<file path="src/hw/rtl/ycc_pkg.sv">
// ----------------------------------------------------------------------------
// ycc_pkg
// Shared constants, register indexes and types of the 4:2:0 YCbCr to RGB block.
// ----------------------------------------------------------------------------
package ycc_pkg;

    localparam int FRAC_BITS_DEF = 6;

    localparam int PIX_W     = 8;
    localparam int COEF_W    = 8;
    localparam int MODE_W    = 2;
    localparam int CFG_IDX_W = 3;
    localparam int OP_W      = 9;
    localparam int PROD_W    = 18;
    localparam int ACC_W     = 19;
    localparam int LANES     = 4;

    localparam logic [CFG_IDX_W-1:0] REG_LUMA_GAIN     = 3'd0;
    localparam logic [CFG_IDX_W-1:0] REG_CR_TO_RED     = 3'd1;
    localparam logic [CFG_IDX_W-1:0] REG_CR_TO_GREEN   = 3'd2;
    localparam logic [CFG_IDX_W-1:0] REG_CB_TO_GREEN   = 3'd3;
    localparam logic [CFG_IDX_W-1:0] REG_CB_TO_BLUE    = 3'd4;
    localparam logic [CFG_IDX_W-1:0] REG_UPSAMPLE_MODE = 3'd5;

    localparam logic [COEF_W-1:0] RST_LUMA_GAIN   = 8'd74;
    localparam logic [COEF_W-1:0] RST_CR_TO_RED   = 8'd102;
    localparam logic [COEF_W-1:0] RST_CR_TO_GREEN = 8'd52;
    localparam logic [COEF_W-1:0] RST_CB_TO_GREEN = 8'd25;
    localparam logic [COEF_W-1:0] RST_CB_TO_BLUE  = 8'd129;

    localparam logic [MODE_W-1:0] MODE_ZERO = 2'd0;
    localparam logic [MODE_W-1:0] MODE_REPL = 2'd1;
    localparam logic [MODE_W-1:0] MODE_AVG  = 2'd2;

    localparam logic signed [OP_W-1:0] LUMA_OFS   = 9'sd16;
    localparam logic signed [OP_W-1:0] CHROMA_OFS = 9'sd128;
    localparam logic [PIX_W-1:0]       PIX_MAX    = 8'd255;

    typedef struct packed {
        logic [COEF_W-1:0] luma_gain;
        logic [COEF_W-1:0] cr_to_red;
        logic [COEF_W-1:0] cr_to_green;
        logic [COEF_W-1:0] cb_to_green;
        logic [COEF_W-1:0] cb_to_blue;
    } coef_t;

    typedef struct packed {
        logic [PIX_W-1:0] red;
        logic [PIX_W-1:0] green;
        logic [PIX_W-1:0] blue;
    } rgb_t;

endpackage

</file>
<file path="src/hw/rtl/ycc_upsample.sv">
// ----------------------------------------------------------------------------
// ycc_upsample
// Chroma upsampling of one plane for the three non-anchor pixels of a block.
// ----------------------------------------------------------------------------
module ycc_upsample
    import ycc_pkg::*;
(
    input  logic [MODE_W-1:0] mode,
    input  logic [PIX_W-1:0]  here,
    input  logic [PIX_W-1:0]  right,
    input  logic [PIX_W-1:0]  below,
    input  logic [PIX_W-1:0]  diag,
    output logic [PIX_W-1:0]  top_right,
    output logic [PIX_W-1:0]  bottom_left,
    output logic [PIX_W-1:0]  bottom_right
);

    logic [PIX_W:0]   sum_tr;
    logic [PIX_W:0]   sum_bl;
    logic [PIX_W+1:0] sum_br;

    always_comb begin
        sum_tr = {1'b0, here} + {1'b0, right} + 9'd1;
        sum_bl = {1'b0, here} + {1'b0, below} + 9'd1;
        sum_br = {2'b00, here} + {2'b00, right} + {2'b00, below} + {2'b00, diag} + 10'd2;
        case (mode)
            MODE_ZERO: begin
                top_right    = '0;
                bottom_left  = '0;
                bottom_right = '0;
            end
            MODE_REPL: begin
                top_right    = here;
                bottom_left  = here;
                bottom_right = here;
            end
            default: begin
                top_right    = sum_tr[PIX_W:1];
                bottom_left  = sum_bl[PIX_W:1];
                bottom_right = sum_br[PIX_W+1:2];
            end
        endcase
    end

endmodule

</file>
<file path="src/hw/rtl/ycc_lane.sv">
// ----------------------------------------------------------------------------
// ycc_lane
// Color conversion of one pixel: registered products, then round, shift, clamp.
// ----------------------------------------------------------------------------
module ycc_lane
    import ycc_pkg::*;
#(
    parameter int FRAC_BITS = FRAC_BITS_DEF
) (
    input  logic             aclk,
    input  logic             load,
    input  logic [PIX_W-1:0] luma,
    input  logic [PIX_W-1:0] cb,
    input  logic [PIX_W-1:0] cr,
    input  coef_t            coef,
    output rgb_t             rgb
);

    localparam int HALF_I = 1 << (FRAC_BITS - 1);
    localparam logic signed [ACC_W-1:0] HALF = ACC_W'(HALF_I);

    logic signed [OP_W-1:0]   yb;
    logic signed [OP_W-1:0]   cbb;
    logic signed [OP_W-1:0]   crb;
    logic signed [PROD_W-1:0] yb_x;
    logic signed [PROD_W-1:0] cbb_x;
    logic signed [PROD_W-1:0] crb_x;

    logic signed [PROD_W-1:0] prod_y_next,  prod_y_reg;
    logic signed [PROD_W-1:0] prod_rr_next, prod_rr_reg;
    logic signed [PROD_W-1:0] prod_gr_next, prod_gr_reg;
    logic signed [PROD_W-1:0] prod_gb_next, prod_gb_reg;
    logic signed [PROD_W-1:0] prod_bb_next, prod_bb_reg;

    logic signed [ACC_W-1:0] acc_r;
    logic signed [ACC_W-1:0] acc_g;
    logic signed [ACC_W-1:0] acc_b;

    function automatic logic signed [PROD_W-1:0] widen_coef(input logic [COEF_W-1:0] c);
        return $signed({{(PROD_W-COEF_W){1'b0}}, c});
    endfunction

    function automatic logic signed [ACC_W-1:0] sext(input logic signed [PROD_W-1:0] p);
        return $signed({{(ACC_W-PROD_W){p[PROD_W-1]}}, p});
    endfunction

    function automatic logic [PIX_W-1:0] finish(input logic signed [ACC_W-1:0] acc);
        logic signed [ACC_W-1:0] sh;
        sh = acc >>> FRAC_BITS;
        if (acc[ACC_W-1]) begin
            return '0;
        end else if (sh > $signed({{(ACC_W-PIX_W){1'b0}}, PIX_MAX})) begin
            return PIX_MAX;
        end else begin
            return sh[PIX_W-1:0];
        end
    endfunction

    always_comb begin
        yb    = $signed({1'b0, luma}) - LUMA_OFS;
        cbb   = $signed({1'b0, cb}) - CHROMA_OFS;
        crb   = $signed({1'b0, cr}) - CHROMA_OFS;
        yb_x  = $signed({{(PROD_W-OP_W){yb[OP_W-1]}}, yb});
        cbb_x = $signed({{(PROD_W-OP_W){cbb[OP_W-1]}}, cbb});
        crb_x = $signed({{(PROD_W-OP_W){crb[OP_W-1]}}, crb});
        prod_y_next  = widen_coef(coef.luma_gain) * yb_x;
        prod_rr_next = widen_coef(coef.cr_to_red) * crb_x;
        prod_gr_next = widen_coef(coef.cr_to_green) * crb_x;
        prod_gb_next = widen_coef(coef.cb_to_green) * cbb_x;
        prod_bb_next = widen_coef(coef.cb_to_blue) * cbb_x;
    end

    always_ff @(posedge aclk) begin
        if (load) begin
            prod_y_reg  <= prod_y_next;
            prod_rr_reg <= prod_rr_next;
            prod_gr_reg <= prod_gr_next;
            prod_gb_reg <= prod_gb_next;
            prod_bb_reg <= prod_bb_next;
        end
    end

    always_comb begin
        acc_r = sext(prod_y_reg) + sext(prod_rr_reg) + HALF;
        acc_g = sext(prod_y_reg) - sext(prod_gr_reg) - sext(prod_gb_reg) + HALF;
        acc_b = sext(prod_y_reg) + sext(prod_bb_reg) + HALF;
        rgb.red   = finish(acc_r);
        rgb.green = finish(acc_g);
        rgb.blue  = finish(acc_b);
    end

endmodule

</file>
<file path="src/hw/rtl/ycbcr420_to_rgb_block.sv">
// ----------------------------------------------------------------------------
// ycbcr420_to_rgb_block
// BT.601 YCbCr 4:2:0 to RGB conversion of one 2x2 pixel block per beat.
//
// The s_ channel carries four luma samples and the 2x2 Cb and Cr neighborhood
// of the block; the m_ channel returns the clamped RGB of the four pixels.
// The cfg_ channel writes the five coefficients (index 0..4) and the chroma
// upsampling mode (index 5); other indexes are dropped. Write only while idle.
// Four conversion lanes, one per pixel, run side by side; an output register
// merges them into one result beat.
// A block passes the chroma, product and output registers. Throughput: one block
// per clock while m_ready holds, set by the three register stages, each of which
// advances whenever the stage after it is empty or moving.
// Reset loads the default coefficients and mode 2 and empties the pipeline.
// When the receiver stalls, the stages fill up; s_ready drops only after
// three beats are held inside.
// ----------------------------------------------------------------------------
module ycbcr420_to_rgb_block
    import ycc_pkg::*;
#(
    parameter int FRAC_BITS = FRAC_BITS_DEF
) (
    input  logic                 aclk,
    input  logic                 aresetn,

    input  logic                 s_valid,
    output logic                 s_ready,
    input  logic [PIX_W-1:0]     s_luma_tl,
    input  logic [PIX_W-1:0]     s_luma_tr,
    input  logic [PIX_W-1:0]     s_luma_bl,
    input  logic [PIX_W-1:0]     s_luma_br,
    input  logic [PIX_W-1:0]     s_blue_diff_here,
    input  logic [PIX_W-1:0]     s_blue_diff_right,
    input  logic [PIX_W-1:0]     s_blue_diff_below,
    input  logic [PIX_W-1:0]     s_blue_diff_diag,
    input  logic [PIX_W-1:0]     s_red_diff_here,
    input  logic [PIX_W-1:0]     s_red_diff_right,
    input  logic [PIX_W-1:0]     s_red_diff_below,
    input  logic [PIX_W-1:0]     s_red_diff_diag,

    output logic                 m_valid,
    input  logic                 m_ready,
    output logic [PIX_W-1:0]     m_red_tl,
    output logic [PIX_W-1:0]     m_green_tl,
    output logic [PIX_W-1:0]     m_blue_tl,
    output logic [PIX_W-1:0]     m_red_tr,
    output logic [PIX_W-1:0]     m_green_tr,
    output logic [PIX_W-1:0]     m_blue_tr,
    output logic [PIX_W-1:0]     m_red_bl,
    output logic [PIX_W-1:0]     m_green_bl,
    output logic [PIX_W-1:0]     m_blue_bl,
    output logic [PIX_W-1:0]     m_red_br,
    output logic [PIX_W-1:0]     m_green_br,
    output logic [PIX_W-1:0]     m_blue_br,

    input  logic                 cfg_valid,
    output logic                 cfg_ready,
    input  logic [CFG_IDX_W-1:0] cfg_index,
    input  logic [COEF_W-1:0]    cfg_data
);

    coef_t             coef_reg, coef_next;
    logic [MODE_W-1:0] mode_reg, mode_next;

    logic v1_reg, v1_next;
    logic v2_reg, v2_next;
    logic vo_reg, vo_next;
    logic rdy1, rdy2, rdy_o;

    logic [PIX_W-1:0] luma_s1_reg [LANES];
    logic [PIX_W-1:0] cb_s1_reg   [LANES];
    logic [PIX_W-1:0] cr_s1_reg   [LANES];

    logic [PIX_W-1:0] cb_tr, cb_bl, cb_br;
    logic [PIX_W-1:0] cr_tr, cr_bl, cr_br;

    rgb_t lane_rgb    [LANES];
    rgb_t rgb_out_reg [LANES];

    // configuration registers
    assign cfg_ready = 1'b1;

    always_comb begin
        coef_next = coef_reg;
        mode_next = mode_reg;
        if (cfg_valid) begin
            case (cfg_index)
                REG_LUMA_GAIN:     coef_next.luma_gain   = cfg_data;
                REG_CR_TO_RED:     coef_next.cr_to_red   = cfg_data;
                REG_CR_TO_GREEN:   coef_next.cr_to_green = cfg_data;
                REG_CB_TO_GREEN:   coef_next.cb_to_green = cfg_data;
                REG_CB_TO_BLUE:    coef_next.cb_to_blue  = cfg_data;
                REG_UPSAMPLE_MODE: mode_next             = cfg_data[MODE_W-1:0];
                default: ;
            endcase
        end
    end

    always_ff @(posedge aclk) begin
        if (!aresetn) begin
            coef_reg.luma_gain   <= RST_LUMA_GAIN;
            coef_reg.cr_to_red   <= RST_CR_TO_RED;
            coef_reg.cr_to_green <= RST_CR_TO_GREEN;
            coef_reg.cb_to_green <= RST_CB_TO_GREEN;
            coef_reg.cb_to_blue  <= RST_CB_TO_BLUE;
            mode_reg             <= MODE_AVG;
        end else begin
            coef_reg <= coef_next;
            mode_reg <= mode_next;
        end
    end

    // pipeline flow control
    always_comb begin
        rdy_o   = !vo_reg || m_ready;
        rdy2    = !v2_reg || rdy_o;
        rdy1    = !v1_reg || rdy2;
        v1_next = rdy1 ? s_valid : v1_reg;
        v2_next = rdy2 ? v1_reg  : v2_reg;
        vo_next = rdy_o ? v2_reg : vo_reg;
    end

    assign s_ready = rdy1;
    assign m_valid = vo_reg;

    always_ff @(posedge aclk) begin
        if (!aresetn) begin
            v1_reg <= 1'b0;
            v2_reg <= 1'b0;
            vo_reg <= 1'b0;
        end else begin
            v1_reg <= v1_next;
            v2_reg <= v2_next;
            vo_reg <= vo_next;
        end
    end

    // chroma upsampling stage
    ycc_upsample u_up_cb (
        .mode         (mode_reg),
        .here         (s_blue_diff_here),
        .right        (s_blue_diff_right),
        .below        (s_blue_diff_below),
        .diag         (s_blue_diff_diag),
        .top_right    (cb_tr),
        .bottom_left  (cb_bl),
        .bottom_right (cb_br)
    );

    ycc_upsample u_up_cr (
        .mode         (mode_reg),
        .here         (s_red_diff_here),
        .right        (s_red_diff_right),
        .below        (s_red_diff_below),
        .diag         (s_red_diff_diag),
        .top_right    (cr_tr),
        .bottom_left  (cr_bl),
        .bottom_right (cr_br)
    );

    always_ff @(posedge aclk) begin
        if (rdy1) begin
            luma_s1_reg[0] <= s_luma_tl;
            luma_s1_reg[1] <= s_luma_tr;
            luma_s1_reg[2] <= s_luma_bl;
            luma_s1_reg[3] <= s_luma_br;
            cb_s1_reg[0]   <= s_blue_diff_here;
            cb_s1_reg[1]   <= cb_tr;
            cb_s1_reg[2]   <= cb_bl;
            cb_s1_reg[3]   <= cb_br;
            cr_s1_reg[0]   <= s_red_diff_here;
            cr_s1_reg[1]   <= cr_tr;
            cr_s1_reg[2]   <= cr_bl;
            cr_s1_reg[3]   <= cr_br;
        end
    end

    // conversion lanes
    for (genvar i = 0; i < LANES; i++) begin : g_lane
        ycc_lane #(
            .FRAC_BITS (FRAC_BITS)
        ) u_lane (
            .aclk (aclk),
            .load (rdy2),
            .luma (luma_s1_reg[i]),
            .cb   (cb_s1_reg[i]),
            .cr   (cr_s1_reg[i]),
            .coef (coef_reg),
            .rgb  (lane_rgb[i])
        );
    end

    // merge lanes into the result beat
    always_ff @(posedge aclk) begin
        if (rdy_o) begin
            for (int i = 0; i < LANES; i++) begin
                rgb_out_reg[i] <= lane_rgb[i];
            end
        end
    end

    assign m_red_tl   = rgb_out_reg[0].red;
    assign m_green_tl = rgb_out_reg[0].green;
    assign m_blue_tl  = rgb_out_reg[0].blue;
    assign m_red_tr   = rgb_out_reg[1].red;
    assign m_green_tr = rgb_out_reg[1].green;
    assign m_blue_tr  = rgb_out_reg[1].blue;
    assign m_red_bl   = rgb_out_reg[2].red;
    assign m_green_bl = rgb_out_reg[2].green;
    assign m_blue_bl  = rgb_out_reg[2].blue;
    assign m_red_br   = rgb_out_reg[3].red;
    assign m_green_br = rgb_out_reg[3].green;
    assign m_blue_br  = rgb_out_reg[3].blue;

    a_accept_fills_stage1 : assert property (@(posedge aclk) disable iff (!aresetn)
        s_valid && s_ready |=> v1_reg)
        else $error("accepted beat not held in chroma stage");

    a_stage2_reaches_output : assert property (@(posedge aclk) disable iff (!aresetn)
        v2_reg && rdy_o |=> m_valid)
        else $error("product stage beat lost before output");

    a_mode_write : assert property (@(posedge aclk) disable iff (!aresetn)
        cfg_valid && cfg_ready && cfg_index == REG_UPSAMPLE_MODE
            |=> mode_reg == $past(cfg_data[MODE_W-1:0]))
        else $error("upsample mode write not taken");

    a_full_blocks_input : assert property (@(posedge aclk) disable iff (!aresetn)
        v1_reg && v2_reg && vo_reg && !m_ready |-> !s_ready)
        else $error("input taken while pipeline full and stalled");

endmodule
</file>
<file path="config.mk">
export PLATFORM = sky130hd
export DESIGN_NAME = ycbcr420_to_rgb_block
export DESIGN_NICKNAME = d
export VERILOG_FILES = /design/src/hw/rtl/ycc_pkg.sv /design/src/hw/rtl/ycc_upsample.sv /design/src/hw/rtl/ycc_lane.sv /design/src/hw/rtl/ycbcr420_to_rgb_block.sv
export SDC_FILE = /design/constraint.sdc
export NUM_CORES = 2
export LEC_CHECK = 0
export BUFFER_PORTS_ARGS = -buffer_cell sky130_fd_sc_hd__buf_2
export CAP_MARGIN = 20
export CORE_UTILIZATION = 35
export CTS_BUF_LIST = sky130_fd_sc_hd__clkbuf_8
export CTS_CLUSTER_SIZE = 14
export DETAILED_ROUTE_END_ITERATION = 12
export PLACE_DENSITY = 0.5
export SETUP_SLACK_MARGIN = 0.15
export SLEW_MARGIN = 15
export SYNTH_ARGS = -nofsm -noshare
export SYNTH_HDL_FRONTEND = slang
export SYNTH_SLANG_ARGS = --single-unit
</file>
<file path="constraint.sdc">
create_clock -name aclk -period 10.05 [get_ports aclk]
set_input_delay 1.5075 -clock aclk [delete_from_list [all_inputs] [get_ports aclk]]
set_output_delay 1.5075 -clock aclk [all_outputs]
set_load 0.01 [all_outputs]
</file>
Word level (Yosys, flattened, before mapping)
Memory sizes are Yosys's and may differ from the RTL's. Cells that the tools add are included.

Multipliers: 20. $add $sub $neg: 56. Magnitude comparators: 12. Reduce and logical (&&, ||, !) cells: 14. Equality and inequality tests: 6. Mux-type cells: 34.

Operators by type and width (count): 9-bit by 9-bit multiplier with 18-bit output (20); 19-bit by 7-bit adder with 19-bit output (second input constant) (12); 8-bit two-way mux (24); 13-bit by 9-bit > comparator with 1-bit output (second input constant) (12); 18-bit by 18-bit adder with 19-bit output (8); 8-bit one-hot mux with 2 select lines (6); 18-bit by 18-bit subtractor with 19-bit output (4); 19-bit by 18-bit subtractor with 19-bit output (4); 8-bit by 8-bit subtractor with 9-bit output (second input constant) (8); 8-bit by 8-bit adder with 9-bit output (6); 10-bit by 8-bit adder with 10-bit output (4); 9-bit by 1-bit adder with 9-bit output (second input constant) (4); 8-bit by 5-bit subtractor with 9-bit output (second input constant) (4); 10-bit by 2-bit adder with 10-bit output (second input constant) (2); 2-bit AND reduction (6); 3-bit by 2-bit equality test with 1-bit output (second input constant) (2); 3-bit equality test (second input constant) (2); 1-bit two-way mux (4); 3-bit by 1-bit equality test with 1-bit output (second input constant) (1); 1-bit logical NOT (3); 3-bit logical NOT (1); 1-bit logical OR (3); 2-bit by 1-bit equality test with 1-bit output (second input constant) (1); 2-bit logical NOT (1).

Logic and storage cells: 175. Bits in registers: 405. RAM bits: 192. Output and inout port bits: 99. Memories kept: 4. Bits of input ports: 112.

Memories: rgb_out_reg (depth 4, bits a word 24, rd ports 4, clocked after Yosys merged registers in 0, wr ports 4, RTL line ycbcr420_to_rgb_block.sv:78) `rgb_t rgb_out_reg [LANES];`; cb_s1_reg (depth 4, bits a word 8, rd ports 4, clocked after Yosys merged registers in 0, wr ports 4, RTL line ycbcr420_to_rgb_block.sv:71) `logic [PIX_W-1:0] cb_s1_reg [LANES];`; cr_s1_reg (depth 4, bits a word 8, rd ports 4, clocked after Yosys merged registers in 0, wr ports 4, RTL line ycbcr420_to_rgb_block.sv:72) `logic [PIX_W-1:0] cr_s1_reg [LANES];`; luma_s1_reg (depth 4, bits a word 8, rd ports 4, clocked after Yosys merged registers in 0, wr ports 4, RTL line ycbcr420_to_rgb_block.sv:70) `logic [PIX_W-1:0] luma_s1_reg [LANES];`.

Depth between registers and ports, before layout
Word-level depth: 6. Depth in mapped cells: 23. Depth with buffers taken out: 22.

By module
From an unflattened synthesis, not the netlist that was laid out.

Cells, all modules: 8572. Area, all modules: 83816.6 µm².

By module, submodules not included: ycc_lane (g_lane[1].u_lane) (cells an instance 1942, seq. area each 2702.6 µm², area each 18335.1 µm², times used 1); ycc_lane (g_lane[2].u_lane) (cells an instance 1953, seq. area each 2702.6 µm², area each 18287.5 µm², times used 1); ycc_lane (g_lane[3].u_lane) (cells an instance 1948, seq. area each 2702.6 µm², area each 18266.3 µm², times used 1); ycc_lane (g_lane[0].u_lane) (cells an instance 1923, seq. area each 2702.6 µm², area each 18136.1 µm², times used 1); ycbcr420_to_rgb_block (cells an instance 368, seq. area each 6666.4 µm², area each 7579.8 µm², times used 1); ycc_upsample (u_up_cr) (cells an instance 221, seq. area each 0.0 µm², area each 1619.1 µm², times used 1); ycc_upsample (u_up_cb) (cells an instance 217, seq. area each 0.0 µm², area each 1592.8 µm², times used 1).

Least setup slack after synthesis
OpenSTA, ideal clock, no wires.

Path kind: input-to-reg. From: input port m_ready. To: register g_lane[0].u_lane.prod_bb_reg[0], enable pin. Arrival time: 7.601 ns. Library setup time: 2.650 ns. Data required time: 7.400 ns. Path buffers: 0. Slack: -0.201 ns. Stages: 2. Path through: nor2b_1 -> nand2_1.

Cells in the longest elaborated chain, start to end: 2.

Ends and longest elaborated chain: start, declared (RTL line ycbcr420_to_rgb_block.sv:42) `input logic m_ready,`; 1-bit logical OR (RTL line ycbcr420_to_rgb_block.sv:115) `rdy_o = !vo_reg || m_ready;`; 1-bit logical OR (RTL line ycbcr420_to_rgb_block.sv:116) `rdy2 = !v2_reg || rdy_o;`; via g_lane[0].u_lane.load (RTL line ycc_lane.sv:11) `input logic load,`; end signal, assigned (RTL line ycc_lane.sv:79) `prod_bb_reg <= prod_bb_next;`; end, declared (RTL line ycc_lane.sv:33) `logic signed [PROD_W-1:0] prod_bb_next, prod_bb_reg;`.

The timed path passes the listed nets, and every way through them passes these cells. A chain may end at the register's enable or synchronous reset.

Worst setup path in the final report
From: register coef_reg[12] (netlist bit). To: register g_lane[0].u_lane.prod_gb_reg[15], data pin.

Cells in the longest elaborated chain, start to end: 1.

Ends and longest elaborated chain: start, declared (RTL line ycbcr420_to_rgb_block.sv:62) `coef_t coef_reg, coef_next;`; start signal, assigned (RTL line ycbcr420_to_rgb_block.sv:108) `coef_reg <= coef_next;`; 9-bit by 9-bit multiplier with 18-bit output (RTL line ycc_lane.sv:69) `prod_gb_next = widen_coef(coef.cb_to_green) * cbb_x;`; via g_lane[0].u_lane.prod_gb_next[15] (RTL line ycc_lane.sv:32) `logic signed [PROD_W-1:0] prod_gb_next, prod_gb_reg;`; end signal, assigned (RTL line ycc_lane.sv:78) `prod_gb_reg <= prod_gb_next;`; end, declared (RTL line ycc_lane.sv:32).

The timed path passes the listed nets, and every way through them passes these cells.

==> impl_metrics.env <==
export IMPL_syn2layout_area_growth_pct=8.60
export IMPL_crit_chain="buf_4, nand2_1, fa_1, inv_1, fa_1, ha_1, inv_1, fa_1, inv_1, ha_1, ha_1, fa_1, a21o_1, a21oi_1, nor2b_1, o21a_1, o311a_1, o21a_1, o21ai_0, nor2b_1, xnor2_1"
export IMPL_slew_violations=0
export IMPL_fmax_mhz=154
export IMPL_cts_resized=0
export IMPL_rows=177
export IMPL_die_x_um=488
export IMPL_crit_arrival_ns=7.12
export IMPL_fill_cells=23400
export IMPL_worst_pin_slew_ns=1.23
export IMPL_required_ns=10.69
export IMPL_hpwl_um=175000
export IMPL_detail_route_antenna_nets=0
export IMPL_synth_top_cell_area_share_pct=22.9
export IMPL_boundaryPins=211
export IMPL_clock_latency_ns=0.92
export IMPL_drv_cap=0
export IMPL_r2r_start="coef_reg[12]"
export IMPL_outcome="complete, no violations"
export IMPL_antenna_found_initial=19
export IMPL_core_area_um2=234000
export IMPL_syn_num_nets=11000
export IMPL_grt_overflow=0
export IMPL_cts_buffers=130
export IMPL_syn_inst=8464
export IMPL_hold_class="flop to flop"
export IMPL_fin_crit_sh_pct=64.5
export IMPL_synthTopCellsByArea="ha_1 23%, fa_1 23%, edfxtp_1 20%"
export IMPL_cts_tree="done"
export IMPL_setup_tns_ns=0
export IMPL_start_kind="flop"
export IMPL_cp_slowest_stage_delay_ns=1.06
export IMPL_finalWorstSetupSlack_ns=3.57
export IMPL_cts_buffer_depth=3
export IMPL_fin_nets=11200
export IMPL_start_util_pct=35.4
export IMPL_clock_tree_root_cell="clkbuf_8"
export IMPL_totalWireLength_um=223000
export IMPL_drtIter0Drc=2789
export IMPL_rrSetupSlack_ns=3.57
export IMPL_whs_ns=0.479
export IMPL_avgSynthCellArea_um2=9.76
export IMPL_io_buffer_count=209
export IMPL_p_total_uw=30100
export IMPL_drive_gt1_share_pct=7.62
export IMPL_syn_area_um2=82600
export IMPL_via_per_inst=4.83
export IMPL_clkTransAtPathRegs_ns=0.06
export IMPL_slew_headroom_pct=16.9
export IMPL_ys_seq_elements=597
export IMPL_ctsHoldBuffers=0
export IMPL_placed_cells=11600
export IMPL_yosys_warnings=0
export IMPL_yosysTopAreaCell="ha_1"
export IMPL_multi_input_area_um2=58000
export IMPL_leakagePower_uw=0.0458
export IMPL_crit_path_frequent_cell="fa_1"
export IMPL_netlist_cell_type_count=86
export IMPL_hold_viol=0
export IMPL_synth_flop_cell="edfxtp_1"
export IMPL_min_period_ns=6.48
export IMPL_worstHoldStart="coef_reg[36]"
export IMPL_h_tree_depth=4
export IMPL_powerDensity_nw_per_um2=336
export IMPL_dieArea_um2=238000
export IMPL_crit_type="flop to flop"
export IMPL_grt_total_usage_pct=19.2
export IMPL_ys_seq_area_share_pct=21.2
export IMPL_grt_pass1_wl_um=349000
export IMPL_cp_slowest_cell="dfxtp_1"
export IMPL_skew_ns=0.0533
export IMPL_post_cts_setup_buffer_count=0
export IMPL_routabilityCongestion=0.839
export IMPL_fin_cells=11800
export IMPL_crit_path_start="coef_reg[12]"
export IMPL_synthTopCellsByCount="1643 x inv_1, 1514 x ha_1, 944 x fa_1"
export IMPL_rsz0062_at_grt="no"
export IMPL_drt_wirelength_per_cell_um=18.8
export IMPL_synth_edff_count=552
export IMPL_synth_most_common_cell="inv_1"
export IMPL_route_detailed_drc=0
export IMPL_regArea_um2=17500
export IMPL_largest_register_ffs=96
export IMPL_die_h_um=488
export IMPL_num_vias=57300
export IMPL_grt_max_degree=129
export IMPL_async_reset_ff_share_pct=0
export IMPL_setup_viol=0
export IMPL_ir_drop_v=0.000332
export IMPL_drt_pass1_iter_count=7
export IMPL_grt_pass1_vias=60000
export IMPL_worstPathMaxFanout=20
export IMPL_end_kind="flop"
export IMPL_dp_slack_ns=3.64
export IMPL_cts_num_sinks=597
==> through the flow <==
step | area, µm² | util, %
global placement | 87200 | 37.3
CTS | 89700 | 38.4
finish | 89700 | 38.4
global route | 89700 | 38.4
floorplan | 82600 | -
detailed placement | 87200 | 37.3
==> cell usage in the layout (no fill, tap or decap), drive strengths merged, types with 13 or more instances in the layout <==
| cell type | n |
|---|---|
| o311a | 35 |
| a21oi | 265 |
| fa | 944 |
| dfxtp | 45 |
| buf | 279 |
| or2 | 159 |
| o211ai | 13 |
| nor2b | 205 |
| clkbuf | 135 |
| inv | 1675 |
| o21bai | 14 |
| nor2 | 248 |
| a21o | 90 |
| o21a | 148 |
| o21ai | 141 |
| or3 | 38 |
| nand2 | 933 |
| nand3 | 41 |
| edfxtp | 552 |
| nor3 | 100 |
| nand2b | 36 |
| a21boi | 34 |
| ha | 1514 |
| a31oi | 20 |
| xor2 | 128 |
| clkinv | 54 |
| a211oi | 14 |
| xnor2 | 261 |
| and2 | 427 |
==> worst max-delay path: cells and delay by family (launching register included) <==
| kind | cells | cell delay [ns] |
|---|---|---|
| AO/OA/AOI/OAI | 6 | 1.32 |
| XOR/XNOR | 1 | 0.07 |
| adder cells (fa/ha/maj) | 7 | 2.77 |
| buffers and inverters | 4 | 0.57 |
| flip-flops | 1 | 1.06 |
| AND/OR/NAND/NOR | 3 | 0.39 |
==> cell type report <==
| cell class | count | share of cell area (%) |
|---|---|---|
| Sequential cell | 597 | 19.5 |
| Antenna cell | 5 | 0.0139 |
| Clock inverter | 102 | 0.777 |
| Tap cell | 3132 | 4.37 |
| Multi-Input combinational cell | 5956 | 64.6 |
| Inverter | 1643 | 6.88 |
| Timing Repair Buffer | 279 | 1.78 |
| Clock buffer | 135 | 2.07 |
==> worst paths after layout <==
| kind | to | cells past startpoint |
|---|---|---|
| setup / recovery | g_lane[0].u_lane.prod_gb_reg[15] | 21 |
| hold / removal | coef_reg[36] | 2 |
| setup reg to reg | g_lane[0].u_lane.prod_gb_reg[15] | 21 |
| hold reg to reg | coef_reg[36] | 2 |
==> cell families (layout without fill, tap and decap cells) <==
family / count (synthesis) / after routing / share of synthesized area [%]
other: 1 / 6 / 0.00454
muxes: 8 / 8 / 0.100
buffers and inverters: 1911 / 2159 / 8.69
DFF: 597 / 597 / 21.2
and+or+nand+nor: 2244 / 2244 / 13.3
AOI/OAI and AO/OA: 856 / 856 / 6.82
xor gates and xnor gates: 389 / 389 / 4.14
adders and majority gates: 2458 / 2458 / 45.8
==> layer usage <==
metal / track usage [%] / vias up / share of wire [%]
li1: - / 27400 / -
met1: 25.4 / 28500 / 45
met2: 32.2 / 1100 / 47
met3: 2.84 / 275 / 4.8
met4: 5.75 / 2 / 3.0
met5: 0 / - / 0.0054
==> power breakdown <==
part / internal (µW) / switching (µW)
Sequential: 4570 / 1000
Combinational: 9540 / 12300
Clock: 1430 / 1330
Total: 15500 / 14600
Note: power is estimated with default switching activity, not from simulation.
